**src/rtl/mrd_pkg.sv**
```systemverilog
`timescale 1ns / 1ps
// ----------------------------------------------------------------------------
// mrd_pkg
// shared types, constants and the crc helper of the modbus response decoder
// ----------------------------------------------------------------------------
package mrd_pkg;

    localparam int CHANNELS      = 12;
    localparam int TEMP_CHANNELS = 4;
    localparam int AVERAGE_AFTER = 10;

    localparam int FRAME_DATA    = 2 * CHANNELS;
    localparam int IDX_W         = $clog2(CHANNELS);
    localparam int TJ_W          = (TEMP_CHANNELS > 1) ? $clog2(TEMP_CHANNELS) : 1;
    localparam int TEMP_FIRST    = 4;
    localparam int DIGITAL_COUNT = 4;
    localparam int SUM_W         = 21;
    localparam int CNT_W         = 4;
    localparam int DIVISOR       = AVERAGE_AFTER - 1;
    localparam int DIV_STEPS     = 1;
    localparam int DIVC_W        = $clog2(DIV_STEPS + 1);

    // reciprocal of the sample count, rounded up, exact for every trimmed sum
    localparam int RECIP_SHIFT   = SUM_W + $clog2(DIVISOR);
    localparam int RECIP_W       = SUM_W + 1;
    localparam int PROD_W        = SUM_W + RECIP_W;
    localparam int QUO_W         = PROD_W - RECIP_SHIFT;
    localparam logic [RECIP_W-1:0] RECIP_K =
        RECIP_W'(((1 << RECIP_SHIFT) + DIVISOR - 1) / DIVISOR);

    localparam logic [15:0] CRC_INIT     = 16'hFFFF;
    localparam logic [15:0] CRC_POLY     = 16'hA001;
    localparam logic [15:0] DIGITAL_MASK = 16'h0F80;

    localparam logic [1:0] RES_VALUE   = 2'd0;
    localparam logic [1:0] RES_CRC_ERR = 2'd1;
    localparam logic [1:0] RES_LEN_ERR = 2'd2;

    localparam logic CFG_DEV_ADDR = 1'b0;
    localparam logic CFG_FUNC     = 1'b1;

    typedef enum logic [3:0] {
        ST_ADDR,
        ST_FUNC,
        ST_LEN,
        ST_DATA,
        ST_CRCL,
        ST_CRCH,
        ST_READ,
        ST_CALC,
        ST_DIV
    } state_t;

    typedef struct packed {
        logic start;
        logic crc_upd;
        logic len_load;
        logic data_take;
        logic crcl_load;
        logic crch_take;
        logic emit_start;
        logic calc_out;
        logic div_start;
        logic avg_out;
    } mrd_cmd_t;

    typedef struct packed {
        logic is_addr;
        logic is_func;
        logic is_zero;
        logic data_last;
        logic crc_ok;
        logic len_ok;
        logic need_avg;
        logic div_done;
        logic idx_last;
        logic out_free;
    } mrd_stat_t;

    function automatic logic [15:0] crc_byte(input logic [15:0] crc_in, input logic [7:0] b);
        logic [15:0] c;
        c = crc_in ^ {8'h00, b};
        for (int k = 0; k < 8; k++) begin
            if (c[0])
                c = (c >> 1) ^ CRC_POLY;
            else
                c = c >> 1;
        end
        return c;
    endfunction

endpackage

```
**src/rtl/mrd_rx_if.sv**
```systemverilog
`timescale 1ns / 1ps
// ----------------------------------------------------------------------------
// mrd_rx_if
// received byte channel: valid, ready and one serial byte
// ----------------------------------------------------------------------------
interface mrd_rx_if;
    logic       valid;
    logic       ready;
    logic [7:0] rx_byte;

    modport source (output valid, output rx_byte, input ready);
    modport sink (input valid, input rx_byte, output ready);
endinterface

```
**src/rtl/mrd_res_if.sv**
```systemverilog
`timescale 1ns / 1ps
// ----------------------------------------------------------------------------
// mrd_res_if
// result channel: valid, ready and one decoded channel result
// ----------------------------------------------------------------------------
interface mrd_res_if;
    logic        valid;
    logic        ready;
    logic [1:0]  status;
    logic [3:0]  channel;
    logic [15:0] value;
    logic        average_valid;
    logic [15:0] temp_average;
    logic        last;

    modport source (output valid, output status, output channel, output value,
                    output average_valid, output temp_average, output last, input ready);
    modport sink (input valid, input status, input channel, input value,
                  input average_valid, input temp_average, input last, output ready);
endinterface

```
**src/rtl/mrd_ctrl.sv**
```systemverilog
`timescale 1ns / 1ps
// ----------------------------------------------------------------------------
// mrd_ctrl
// frame parser and result sequencer state machine
// ----------------------------------------------------------------------------
module mrd_ctrl (
    input  logic              clk,
    input  logic              rst_n,
    input  logic              in_valid,
    output logic              in_ready,
    input  mrd_pkg::mrd_stat_t stat,
    output mrd_pkg::mrd_cmd_t  cmd
);
    import mrd_pkg::*;

    state_t state_reg, state_next;
    logic   take;

    always_ff @(posedge clk or negedge rst_n)
    begin
        if (!rst_n)
            state_reg <= ST_ADDR;
        else
            state_reg <= state_next;
    end

    always_comb
    begin
        state_next = state_reg;
        cmd        = '0;
        case (state_reg)
            ST_ADDR, ST_FUNC, ST_LEN, ST_DATA, ST_CRCL:
                in_ready = 1'b1;
            ST_CRCH:
                in_ready = stat.out_free;
            default:
                in_ready = 1'b0;
        endcase
        take = in_valid && in_ready;

        case (state_reg)
            ST_ADDR:
            begin
                if (take && stat.is_addr)
                begin
                    cmd.start  = 1'b1;
                    state_next = ST_FUNC;
                end
            end
            ST_FUNC:
            begin
                if (take)
                begin
                    if (stat.is_func)
                    begin
                        cmd.crc_upd = 1'b1;
                        state_next  = ST_LEN;
                    end
                    else if (stat.is_addr)
                        cmd.start = 1'b1;
                    else
                        state_next = ST_ADDR;
                end
            end
            ST_LEN:
            begin
                if (take)
                begin
                    cmd.crc_upd  = 1'b1;
                    cmd.len_load = 1'b1;
                    state_next   = stat.is_zero ? ST_CRCL : ST_DATA;
                end
            end
            ST_DATA:
            begin
                if (take)
                begin
                    cmd.crc_upd   = 1'b1;
                    cmd.data_take = 1'b1;
                    if (stat.data_last)
                        state_next = ST_CRCL;
                end
            end
            ST_CRCL:
            begin
                if (take)
                begin
                    cmd.crcl_load = 1'b1;
                    state_next    = ST_CRCH;
                end
            end
            ST_CRCH:
            begin
                if (take)
                begin
                    cmd.crch_take = 1'b1;
                    if (stat.crc_ok && stat.len_ok)
                    begin
                        cmd.emit_start = 1'b1;
                        state_next     = ST_READ;
                    end
                    else
                        state_next = ST_ADDR;
                end
            end
            ST_READ:
                state_next = ST_CALC;
            ST_CALC:
            begin
                if (stat.out_free)
                begin
                    if (stat.need_avg)
                    begin
                        cmd.div_start = 1'b1;
                        state_next    = ST_DIV;
                    end
                    else
                    begin
                        cmd.calc_out = 1'b1;
                        state_next   = stat.idx_last ? ST_ADDR : ST_READ;
                    end
                end
            end
            ST_DIV:
            begin
                if (stat.div_done && stat.out_free)
                begin
                    cmd.avg_out = 1'b1;
                    state_next  = stat.idx_last ? ST_ADDR : ST_READ;
                end
            end
            default:
                state_next = ST_ADDR;
        endcase
    end

    // good frame always enters the result sequence
    a_good_frame: assert property (@(posedge clk) disable iff (!rst_n)
        (state_reg == ST_CRCH && take && stat.crc_ok && stat.len_ok) |=> state_reg == ST_READ)
        else $error("good frame did not start results");

    // divider is never abandoned before it finishes
    a_div_hold: assert property (@(posedge clk) disable iff (!rst_n)
        (state_reg == ST_DIV && !stat.div_done) |=> state_reg == ST_DIV)
        else $error("left divide early");

    // no byte is taken while results are being produced
    a_no_rx_emit: assert property (@(posedge clk) disable iff (!rst_n)
        (state_reg == ST_READ || state_reg == ST_CALC || state_reg == ST_DIV) |-> !in_ready)
        else $error("byte taken during result sequence");

endmodule

```
**src/rtl/mrd_datapath.sv**
```systemverilog
`timescale 1ns / 1ps
// ----------------------------------------------------------------------------
// mrd_datapath
// crc, frame word store, temperature statistics, divider and output register
// ----------------------------------------------------------------------------
module mrd_datapath (
    input  logic               clk,
    input  logic               rst_n,
    input  logic [7:0]         rx_byte,
    input  logic               cfg_we,
    input  logic               cfg_index,
    input  logic [7:0]         cfg_data,
    input  mrd_pkg::mrd_cmd_t  cmd,
    output mrd_pkg::mrd_stat_t stat,
    output logic               out_valid,
    input  logic               out_ready,
    output logic [1:0]         out_status,
    output logic [3:0]         out_channel,
    output logic [15:0]        out_value,
    output logic               out_average_valid,
    output logic [15:0]        out_temp_average,
    output logic               out_last
);
    import mrd_pkg::*;

    logic [7:0]  dev_addr_reg, func_reg;
    logic [15:0] crc_reg;
    logic [7:0]  len_reg, cnt_reg, crcl_reg, hi_reg;
    logic [15:0] mem [CHANNELS];
    logic [15:0] rdata_reg;
    logic [IDX_W-1:0] idx_reg;

    logic [SUM_W-1:0] sum_reg [TEMP_CHANNELS];
    logic [CNT_W-1:0] count_reg [TEMP_CHANNELS];
    logic [15:0]      max_reg [TEMP_CHANNELS];
    logic [15:0]      min_reg [TEMP_CHANNELS];
    logic [15:0]      avg_reg [TEMP_CHANNELS];

    logic [SUM_W-1:0]  dvd_reg;
    logic [QUO_W-1:0]  quo_reg;
    logic [DIVC_W-1:0] divc_reg;

    logic              out_valid_reg;
    logic [1:0]        status_reg;
    logic [3:0]        channel_reg;
    logic [15:0]       value_reg, tavg_reg;
    logic              avalid_reg, last_reg;

    logic [7:0]        cnt_inc;
    logic [IDX_W-1:0]  j_full;
    logic [TJ_W-1:0]   j;
    logic              is_temp, is_dig;
    logic [SUM_W-1:0]  sum_add;
    logic [15:0]       max_n, min_n, dig_v, avg_sat;
    logic [CNT_W:0]    cnt1;
    logic signed [SUM_W+1:0] num;
    logic [PROD_W-1:0] prod;
    logic              out_free, out_write;

    assign cnt_inc = cnt_reg + 8'd1;
    assign j_full  = idx_reg - IDX_W'(TEMP_FIRST);
    assign j       = j_full[TJ_W-1:0];
    assign is_temp = (idx_reg >= IDX_W'(TEMP_FIRST)) &&
                     (idx_reg < IDX_W'(TEMP_FIRST + TEMP_CHANNELS));
    assign is_dig  = idx_reg < IDX_W'(DIGITAL_COUNT);
    assign dig_v   = ((rdata_reg & DIGITAL_MASK) == DIGITAL_MASK) ? 16'd1 : 16'd0;
    assign sum_add = sum_reg[j] + SUM_W'(rdata_reg);
    assign max_n   = (rdata_reg > max_reg[j]) ? rdata_reg : max_reg[j];
    assign min_n   = (rdata_reg < min_reg[j]) ? rdata_reg : min_reg[j];
    assign cnt1    = {1'b0, count_reg[j]} + (CNT_W+1)'(1);
    assign num     = $signed({2'b00, sum_add}) - $signed({(SUM_W-14)'(0), max_n})
                     - $signed({(SUM_W-14)'(0), min_n});
    assign prod    = {{RECIP_W{1'b0}}, dvd_reg} * {{SUM_W{1'b0}}, RECIP_K};
    assign avg_sat = (quo_reg > QUO_W'(16'hFFFF)) ? 16'hFFFF : quo_reg[15:0];
    assign out_free  = !out_valid_reg || out_ready;
    assign out_write = cmd.calc_out || cmd.avg_out;

    always_comb
    begin
        stat.is_addr   = rx_byte == dev_addr_reg;
        stat.is_func   = rx_byte == func_reg;
        stat.is_zero   = rx_byte == 8'd0;
        stat.data_last = cnt_inc >= len_reg;
        stat.crc_ok    = {rx_byte, crcl_reg} == crc_reg;
        stat.len_ok    = len_reg == 8'(FRAME_DATA);
        stat.need_avg  = is_temp && (cnt1 > (CNT_W+1)'(AVERAGE_AFTER));
        stat.div_done  = divc_reg == '0;
        stat.idx_last  = idx_reg == IDX_W'(CHANNELS - 1);
        stat.out_free  = out_free;
    end

    // configuration and control
    always_ff @(posedge clk or negedge rst_n)
    begin
        if (!rst_n)
        begin
            dev_addr_reg  <= 8'd1;
            func_reg      <= 8'd3;
            crc_reg       <= CRC_INIT;
            len_reg       <= '0;
            cnt_reg       <= '0;
            crcl_reg      <= '0;
            idx_reg       <= '0;
            divc_reg      <= '0;
            out_valid_reg <= 1'b0;
            for (int t = 0; t < TEMP_CHANNELS; t++)
            begin
                sum_reg[t]   <= '0;
                count_reg[t] <= '0;
                max_reg[t]   <= '0;
                min_reg[t]   <= '0;
                avg_reg[t]   <= '0;
            end
        end
        else
        begin
            if (cfg_we)
            begin
                case (cfg_index)
                    CFG_DEV_ADDR: dev_addr_reg <= cfg_data;
                    CFG_FUNC:     func_reg     <= cfg_data;
                    default:      ;
                endcase
            end
            if (cmd.start)
                crc_reg <= crc_byte(CRC_INIT, rx_byte);
            else if (cmd.crc_upd)
                crc_reg <= crc_byte(crc_reg, rx_byte);
            if (cmd.len_load)
            begin
                len_reg <= rx_byte;
                cnt_reg <= '0;
            end
            if (cmd.data_take)
                cnt_reg <= cnt_inc;
            if (cmd.crcl_load)
                crcl_reg <= rx_byte;
            if (cmd.emit_start)
                idx_reg <= '0;
            else if (out_write)
                idx_reg <= idx_reg + IDX_W'(1);
            if (cmd.div_start)
                divc_reg <= DIVC_W'(DIV_STEPS);
            else if (divc_reg != '0)
                divc_reg <= divc_reg - DIVC_W'(1);

            if (cmd.calc_out && is_temp)
            begin
                sum_reg[j]   <= sum_add;
                max_reg[j]   <= max_n;
                min_reg[j]   <= min_n;
                count_reg[j] <= cnt1[CNT_W-1:0];
            end
            if (cmd.avg_out)
            begin
                sum_reg[j]   <= '0;
                count_reg[j] <= '0;
                max_reg[j]   <= avg_sat;
                min_reg[j]   <= avg_sat;
                avg_reg[j]   <= avg_sat;
            end

            if (out_write || (cmd.crch_take && !(stat.crc_ok && stat.len_ok)))
                out_valid_reg <= 1'b1;
            else if (out_valid_reg && out_ready)
                out_valid_reg <= 1'b0;
        end
    end

    // frame word store, high byte held until its low byte arrives
    always_ff @(posedge clk)
    begin
        if (cmd.data_take && (cnt_reg < 8'(FRAME_DATA)))
        begin
            if (!cnt_reg[0])
                hi_reg <= rx_byte;
            else
                mem[cnt_reg[IDX_W:1]] <= {hi_reg, rx_byte};
        end
        rdata_reg <= mem[idx_reg];
    end

    // divide by the constant sample count through its reciprocal:
    // trimmed sum registered first, quotient in the cycle after
    always_ff @(posedge clk)
    begin
        if (cmd.div_start)
            dvd_reg <= (num > 0) ? num[SUM_W-1:0] : '0;
        else if (divc_reg != '0)
            quo_reg <= prod[PROD_W-1:RECIP_SHIFT];
    end

    // output register payload
    always_ff @(posedge clk)
    begin
        if (cmd.crch_take && !(stat.crc_ok && stat.len_ok))
        begin
            status_reg  <= stat.crc_ok ? RES_LEN_ERR : RES_CRC_ERR;
            channel_reg <= '0;
            value_reg   <= '0;
            avalid_reg  <= 1'b0;
            tavg_reg    <= '0;
            last_reg    <= 1'b1;
        end
        else if (out_write)
        begin
            status_reg  <= RES_VALUE;
            channel_reg <= idx_reg[3:0];
            value_reg   <= is_dig ? dig_v : rdata_reg;
            avalid_reg  <= cmd.avg_out;
            tavg_reg    <= cmd.avg_out ? avg_sat : (is_temp ? avg_reg[j] : 16'd0);
            last_reg    <= stat.idx_last;
        end
    end

    assign out_valid         = out_valid_reg;
    assign out_status        = status_reg;
    assign out_channel       = channel_reg;
    assign out_value         = value_reg;
    assign out_average_valid = avalid_reg;
    assign out_temp_average  = tavg_reg;
    assign out_last          = last_reg;

endmodule

```
**src/rtl/modbus_io_response_decoder.sv**
```systemverilog
`timescale 1ns / 1ps
// ----------------------------------------------------------------------------
// modbus_io_response_decoder
// parses modbus rtu responses of a 12-channel i/o module into channel results
// ----------------------------------------------------------------------------
// usage:
//   rx carries received serial bytes, one per transfer; result carries decoded
//   channel results. cfg_we/cfg_index/cfg_data write the expected device
//   address (index 0) and function code (index 1); write them only while idle.
//   every byte of a frame is taken when valid; the final crc byte of a good
//   frame starts a result sequence that, for each channel, reads the word from
//   the frame store, then writes it to the output register.
//   a temperature channel that closes its averaging window adds a divide:
//   the trimmed sum is registered, then the reciprocal multiply result.
//   crc and length errors give a single result at once. rx is not ready
//   during a result sequence, and the final crc byte waits while a result is
//   still held in the output register.
//   if the receiver stalls, the result stays in the output register and the
//   sequencer waits. reset returns the parser to address hunt, presets crc,
//   clears counters and temperature statistics, and loads address 1, function 3.
// ----------------------------------------------------------------------------
module modbus_io_response_decoder (
    input  logic        clk,
    input  logic        rst_n,
    mrd_rx_if.sink      rx,
    mrd_res_if.source   result,
    input  logic        cfg_we,
    input  logic        cfg_index,
    input  logic [7:0]  cfg_data
);
    import mrd_pkg::*;

    mrd_cmd_t  cmd;
    mrd_stat_t stat;

    // parser and sequencer
    mrd_ctrl u_ctrl (
        .clk      (clk),
        .rst_n    (rst_n),
        .in_valid (rx.valid),
        .in_ready (rx.ready),
        .stat     (stat),
        .cmd      (cmd)
    );

    // crc, store, statistics and output register
    mrd_datapath u_dp (
        .clk               (clk),
        .rst_n             (rst_n),
        .rx_byte           (rx.rx_byte),
        .cfg_we            (cfg_we),
        .cfg_index         (cfg_index),
        .cfg_data          (cfg_data),
        .cmd               (cmd),
        .stat              (stat),
        .out_valid         (result.valid),
        .out_ready         (result.ready),
        .out_status        (result.status),
        .out_channel       (result.channel),
        .out_value         (result.value),
        .out_average_valid (result.average_valid),
        .out_temp_average  (result.temp_average),
        .out_last          (result.last)
    );

endmodule
```
**src/flat_wrapper.sv**
```systemverilog
// flat-port wrapper written by rule: the top's interface ports become plain ports
module modbus_io_response_decoder_flat import mrd_pkg::*;
  (clk, rst_n, cfg_we, cfg_index, cfg_data, rx_valid, rx_rx_byte, rx_ready, result_valid, result_status, result_channel, result_value, result_average_valid, result_temp_average, result_last, result_ready);
  mrd_rx_if rx_i ();
  mrd_res_if result_i ();
  input  logic clk;
  input  logic rst_n;
  input  logic cfg_we;
  input  logic cfg_index;
  input  logic [7:0] cfg_data;
  input wire logic [$bits(rx_i.valid)-1:0] rx_valid;
  input wire logic [$bits(rx_i.rx_byte)-1:0] rx_rx_byte;
  output wire logic [$bits(rx_i.ready)-1:0] rx_ready;
  output wire logic [$bits(result_i.valid)-1:0] result_valid;
  output wire logic [$bits(result_i.status)-1:0] result_status;
  output wire logic [$bits(result_i.channel)-1:0] result_channel;
  output wire logic [$bits(result_i.value)-1:0] result_value;
  output wire logic [$bits(result_i.average_valid)-1:0] result_average_valid;
  output wire logic [$bits(result_i.temp_average)-1:0] result_temp_average;
  output wire logic [$bits(result_i.last)-1:0] result_last;
  input wire logic [$bits(result_i.ready)-1:0] result_ready;
  assign rx_i.valid = rx_valid;
  assign rx_i.rx_byte = rx_rx_byte;
  assign rx_ready = rx_i.ready;
  assign result_valid = result_i.valid;
  assign result_status = result_i.status;
  assign result_channel = result_i.channel;
  assign result_value = result_i.value;
  assign result_average_valid = result_i.average_valid;
  assign result_temp_average = result_i.temp_average;
  assign result_last = result_i.last;
  assign result_i.ready = result_ready;
  modbus_io_response_decoder u_core (.clk(clk), .rst_n(rst_n), .rx(rx_i), .result(result_i), .cfg_we(cfg_we), .cfg_index(cfg_index), .cfg_data(cfg_data));
endmodule
```
**config.mk**
```make
export PLATFORM = sky130hd
export DESIGN_NAME = modbus_io_response_decoder_flat
export DESIGN_NICKNAME = d
export VERILOG_FILES = /design/src/rtl/mrd_pkg.sv /design/src/rtl/mrd_rx_if.sv /design/src/rtl/mrd_res_if.sv /design/src/rtl/mrd_ctrl.sv /design/src/rtl/mrd_datapath.sv /design/src/rtl/modbus_io_response_decoder.sv /design/src/flat_wrapper.sv
export SDC_FILE = /design/constraint.sdc
export NUM_CORES = 2
export LEC_CHECK = 0
export BUFFER_PORTS_ARGS = -buffer_cell sky130_fd_sc_hd__buf_2
export CAP_MARGIN = 20
export CORE_MARGIN = 2
export CORE_UTILIZATION = 40
export CTS_CLUSTER_SIZE = 16
export DETAILED_ROUTE_END_ITERATION = 10
export HOLD_SLACK_MARGIN = 0.1
export SLEW_MARGIN = 20
export SYNTH_ARGS = -nofsm -noshare
export SYNTH_HDL_FRONTEND = slang
export SYNTH_SLANG_ARGS = --single-unit
```
**constraint.sdc**
```tcl
create_clock -name clk -period 19.5 [get_ports clk]
set_input_delay 2.925 -clock clk [delete_from_list [all_inputs] [get_ports clk]]
set_output_delay 2.925 -clock clk [all_outputs]
set_load 0.1 [all_outputs]
```
== Yosys cells after proc, flatten, opt, wreduce, memory -nomap -nowiden ==
Memories as Yosys holds them, arrays and structs flattened. A register that Yosys moved wholly into a read port is not among the register bits.
Cells that the tools add are included.
Widths: inputs -> output; s select.

* Mux-type cells: 134
* Shifts and indexed selects: 0
* Divide/modulo/power cells: 0
* Reductions and logical operators: 29
* $add $sub $neg: 8
* Magnitude comparators: 12
* Multiply operators: 1
* Bitwise logic cells: 27
* Equality and inequality tests: 24

{| class="wikitable"
|+ Operators with widths
! cell !! count
|-
| $mux 16 || 54
|-
| $bwmux 64 || 5
|-
| $mux 64 || 4
|-
| $mux 84 || 2
|-
| $bmux 16 s2 || 3
|-
| $and 84x84->84 || 1
|-
| $bwmux 84 || 1
|-
| $not 84->84 || 1
|-
| $mux 4 || 17
|-
| $mux 21 || 3
|-
| $not 2->3 || 17
|-
| $mul 21x22->43 const B || 1
|-
| $bmux 21 s2 || 1
|-
| $demux 21 s2 || 1
|-
| $pmux 4 s9 || 1
|-
| $demux 16 s2 || 1
|-
| $gt 23x1->1 const B || 1
|-
| $sub 22x17->23 || 1
|-
| $sub 21x16->22 || 1
|-
| $add 21x16->21 || 1
|-
| $mux 1 || 21
|-
| $gt 18x16->1 const B || 1
|-
| $mux 2 || 9
|-
| $and 16x16->16 || 1
|-
| other kinds (46) || 86
|}

* Output and inout port bits: 42
* ROM bits: 0
* Latch bits: 0
* Register bits: 445
* Memories kept: 1
* Bits of input ports: 22
* Bits in writable memories: 192

{| class="wikitable"
|+ Memory list
! memory !! words !! width !! rd ports !! clocked after Yosys merged registers in !! write ports !! RTL line !! RTL
|-
| u_core.u_dp.mem || 12 || 16 || 1 || 1 || 1 || mrd_datapath.sv:29 || <nowiki>logic [15:0] mem [CHANNELS];</nowiki>
|}

== Logic depth before layout (Yosys ltp) ==
* Depth after elaboration: 36
* Gate-level depth with buffers: 38

== Hierarchy ==
Synthesis repeated with hierarchy kept, for this count alone.

* Cell total of the unflattened synthesis: 3168
* Area, all modules: 37996.4 um^2

{| class="wikitable"
|+ Modules (own cells, without submodules)
! module !! area an instance (um^2) !! instances !! cells each
|-
| mrd_datapath || 37561.0 || 1 || 3106
|-
| mrd_ctrl || 435.4 || 1 || 62
|}

== Least setup slack after synthesis ==
No wires, ideal clock.

* Path kind: reg-to-reg
* From: register u_core.u_dp.idx_reg[0]
* To: register u_core.u_dp.dvd_reg[19], data pin
* Buffers on the path: 7
* Arrival time: 8.405 ns
* Cell stages (with the launch flop): 33
* Setup slack: 10.928 ns
* Required time: 19.333 ns
* Period minus slack after synthesis: 8.572 ns
* Cell sequence: dfrtp_1 > buf_2 > buf_2 > buf_2 > clkbuf_1 > clkbuf_1 > buf_1 > buf_2 > mux4_2 > ha_1 > inv_1 > fa_1 > nor2b_1 > o31a_1 > o31ai_1 > a21o_1 > xor2_1 > xor2_1 > or3b_1 > a211oi_2 > nand2b_1 > xnor2_1 > ha_1 > nor3_1 > inv_1 > a41oi_1 > o21ai_0 > a21oi_1 > nor2b_1 > o41ai_1 > nand3_2 > or3_1 > a221oi_2

* Longest elaborated chain between the ends: 10
* Elaborated cells between the ends (all ways): 19

{| class="wikitable"
|+ Ends and longest elaborated chain
! element !! RTL line !! RTL
|-
| start, declared || mrd_datapath.sv:31 || <nowiki>logic [IDX_W-1:0] idx_reg;</nowiki>
|-
| start signal, assigned || mrd_datapath.sv:141 || <nowiki>idx_reg <= idx_reg + IDX_W'(1);</nowiki>
|-
| $sub 2x1->2 (*) || mrd_datapath.sv:61 || <nowiki>assign j_full = idx_reg - IDX_W'(TEMP_FIRST);</nowiki>
|-
| $not 2->3 (implied by the code) (*) || mrd_datapath.sv:67, mrd_datapath.sv:68, mrd_datapath.sv:69 ||
|-
| $bmux 16 s2 || mrd_datapath.sv:68 || <nowiki>assign max_n = (rdata_reg > max_reg[j]) ? rdata_reg : max_reg[j];</nowiki>
|-
| $mux 16 (implied by the code) (2 in series) || mrd_datapath.sv:68 ||
|-
| $gt 16x16->1 || mrd_datapath.sv:68 ||
|-
| $mux 16 || mrd_datapath.sv:68 ||
|-
| $sub 21x16->22 || mrd_datapath.sv:71 || <nowiki>assign num = $signed({2'b00, sum_add}) - $signed({(SUM_W-14)'(0), max_n})</nowiki>
|-
| $sub 22x17->23 (*) || mrd_datapath.sv:72 || <nowiki>- $signed({(SUM_W-14)'(0), min_n});</nowiki>
|-
| $gt 23x1->1 || mrd_datapath.sv:188 || <nowiki>dvd_reg <= (num > 0) ? num[SUM_W-1:0] : '0;</nowiki>
|-
| end signal, assigned || mrd_datapath.sv:188 ||
|-
| end, declared || mrd_datapath.sv:39 || <nowiki>logic [SUM_W-1:0] dvd_reg;</nowiki>
|}

Mark *: on every way between the ends. The rest lies on a longest branch, timed or not. The select of a mux whose other input is x is not followed.
A chain may end at the register's enable or synchronous reset.

== Worst setup path after layout ==
Same ends and word-level chain as after synthesis.

==> reports/metrics.cfg <==
[clocking]
cts_buffer_depth=3
hold_buffers=0
path_clk_slew_ns=0.06
htree_levels=3
cts-resized-gates=0
clk_latency_ns=0.62
postCtsSetupRepairBufs=0
clock-root-buffer=clkbuf_16
numCtsBuffers=72
cts_sinks=653
cts_tree=built

[synthesis]
synthCells=3163
yosysSeqAreaShare=0.4611
synth_top_area_share=0.2261
syn_nets=3593
netlist_area_um2=37520
synth_edf_count=241
async_flop_share=0.5482
yosysUniqueCellTypes=88
synthFlopType=dfrtp_1
synth.ff_latch_count=653
yosysTopAreaCell=dfrtp_1
yosys-top-cells-area=dfrtp_1 (23%), edfxtp_1 (19%), ha_1 (9.1%)
syn_area_per_cell_um2=11.86
yosys_warnings=0

[sta]
fmax_ghz=0.1009
setup_viol=0
slew_violations=0
tightestPinTransition_ns=1.148
period_minus_slack_ns=9.908
finalHoldViolCount=0
rsz0062_at_grt=no
finalCritPeriodShare=0.5081
max-slew-margin-rel=0.2263
finalClockSkew_ns=0.02764
setup-tns-final_ns=0

[placement]
globalplace.congestion=0.9188
dp_hpwl_um=68940
portBuffers=63

[worst_setup_path]
worstSetupPathType=reg -> reg
crit_slowest_cell=dfrtp_4
startpoint_type=flop
regToRegSetupSlack_ns=9.59
worstPathMaxFanout=49
cp.required_ns=19.92
slowest_delay_ns=1.06
endpoint_kind=flop
crit_arrival_ns=10.33
timing.critical_path.mode_cell=ha_1

[floorplanning]
die_h_um=310.3
coreArea_um2=93190
rows=112
dieWidth_um=310.3
initial_core_util=0.4026
ioPinCount=64
fp.dieArea_um2=96260

[drt]
drtAntennaViolNets=0
detail_route.wl_per_cell_um=22.44
drcViolationCount=0
totalWireLength_um=101400
vias=25140
viasPerCell=5.564
dr.pass1.iters=5
drt_iter0_drc=1949

[status]
status=complete, no violations

[layout]
nNetsFinal=3639
drive_gt1_frac=0.1376
fill_cells=8633
diodes=0
syn_to_final_growth_pct=11.48

[grt]
grt-ovfl-total=0
grt_pass1_vias=25550
grtUsageTotal=0.2146
grt_max_degree=86
grt_pass1_wl_um=156500
antenna_found_initial=0

[job]
max_cap_viol_count=0

[min_path]
hold_path.class=reg -> reg

[kinds of logic (layout without fill, tap and decap cells)]
group	after synthesis	count (layout)	share of synthesized area
compound gates	711	711	0.1291
simple gates	631	631	0.07634
fa+ha+maj	414	414	0.1645
flops	653	653	0.4611
mux	184	184	0.09028
buf+inv	418	519	0.04275
xor+xnor	152	152	0.03588
[cell type report]
cell class | instances | area [µm²] | area share
multi-input cells | 2092 | 18750 | 0.4484
flip-flops and latches | 653 | 17310 | 0.4138
clock buffers | 99 | 2058 | 0.04921
well taps | 1254 | 1569 | 0.03752
inverters | 265 | 994.7 | 0.02378
repair buffers | 125 | 790.8 | 0.01891
clock inverters | 30 | 349.1 | 0.008347
[worst max-delay path, delay by kind of cell, from the launching register on]
family          cells  cell delay, ns
compound gates     14            3.64
buf+inv             5            1.93
simple gates        8            1.22
flops               1            1.06
fa+ha+maj           4            1.06
mux                 1            0.64
xor+xnor            1            0.13
[cells in the final DEF, fill, tap and decap left out, types with 26 or more instances in the layout]
cell       instances
mux2i_1           41
buf_2             62
inv_1            265
xor2_1            42
fa_1             134
o21ai_0          229
edfxtp_1         241
a21oi_1          116
nor3_1            26
ha_1             271
nand3_1           40
nand2_1          249
a211oi_1          33
dfrtp_1          337
a22o_1           166
mux4_2           121
clkbuf_16         76
nor2_1           164
xnor2_1          107
dfxtp_1           54
a21o_1            28
buf_4             62
[through the flow]
step / hold WS (ns) / setup WS (ns) / instance area (µm²) / util / instances
final: 0.4570 / 9.592 / 41820 / 0.4488 / 4518
after global routing: 0.4717 / 8.689 / 41820 / 0.4488 / 4518
after global placement: 0.4383 / 9.659 / 39420 / 0.4230 / 4389
after CTS: 0.4606 / 9.479 / 41820 / 0.4488 / 4518
after floorplan: 0.4432 / 10.93 / 37520 / - / 3163
after detailed placement: 0.4440 / 9.619 / 39420 / 0.4230 / 4389
[synthesized netlist by cell type, types with 33 or more instances]
cell	count
a21oi_1	117
xor2_1	42
dfxtp_1	54
mux4_2	121
mux2i_1	41
o21ai_0	230
inv_1	265
nand2_1	252
edfxtp_1	241
a22o_1	166
nor3_1	34
fa_1	134
ha_1	274
xnor2_1	108
nor2_1	169
nand3_1	40
a211oi_1	33
dfrtp_1	339
clkbuf_1	127
[metal layers]
metal | wire (µm) | part of all wire | track usage
met2 | 48520 | 0.48 | 0.3548
met4 | 3503 | 0.035 | 0.08055
met5 | 0 | 0 | 0
met1 | 43480 | 0.43 | 0.2868
met3 | 5873 | 0.058 | 0.03140
[final timing paths]
check                                           start                         end  cells past startpoint
max                            u_core.u_dp.idx_reg[0]     u_core.u_dp.dvd_reg[19]                     33
min                        u_core.u_dp.out_channel[2]  u_core.u_dp.out_channel[2]                      2
max reg2reg                    u_core.u_dp.idx_reg[0]     u_core.u_dp.dvd_reg[19]                     33
min reg2reg                u_core.u_dp.out_channel[2]  u_core.u_dp.out_channel[2]                      2
max in group asynchronous                       rst_n     u_core.u_dp.crcl_reg[0]                      3
min in group asynchronous                       rst_n     u_core.u_dp.max_reg[33]                      1
Power is left out: the tool's default activity adds up to more than one toggle a clock period on the data nets, which glitch-free logic cannot reach.
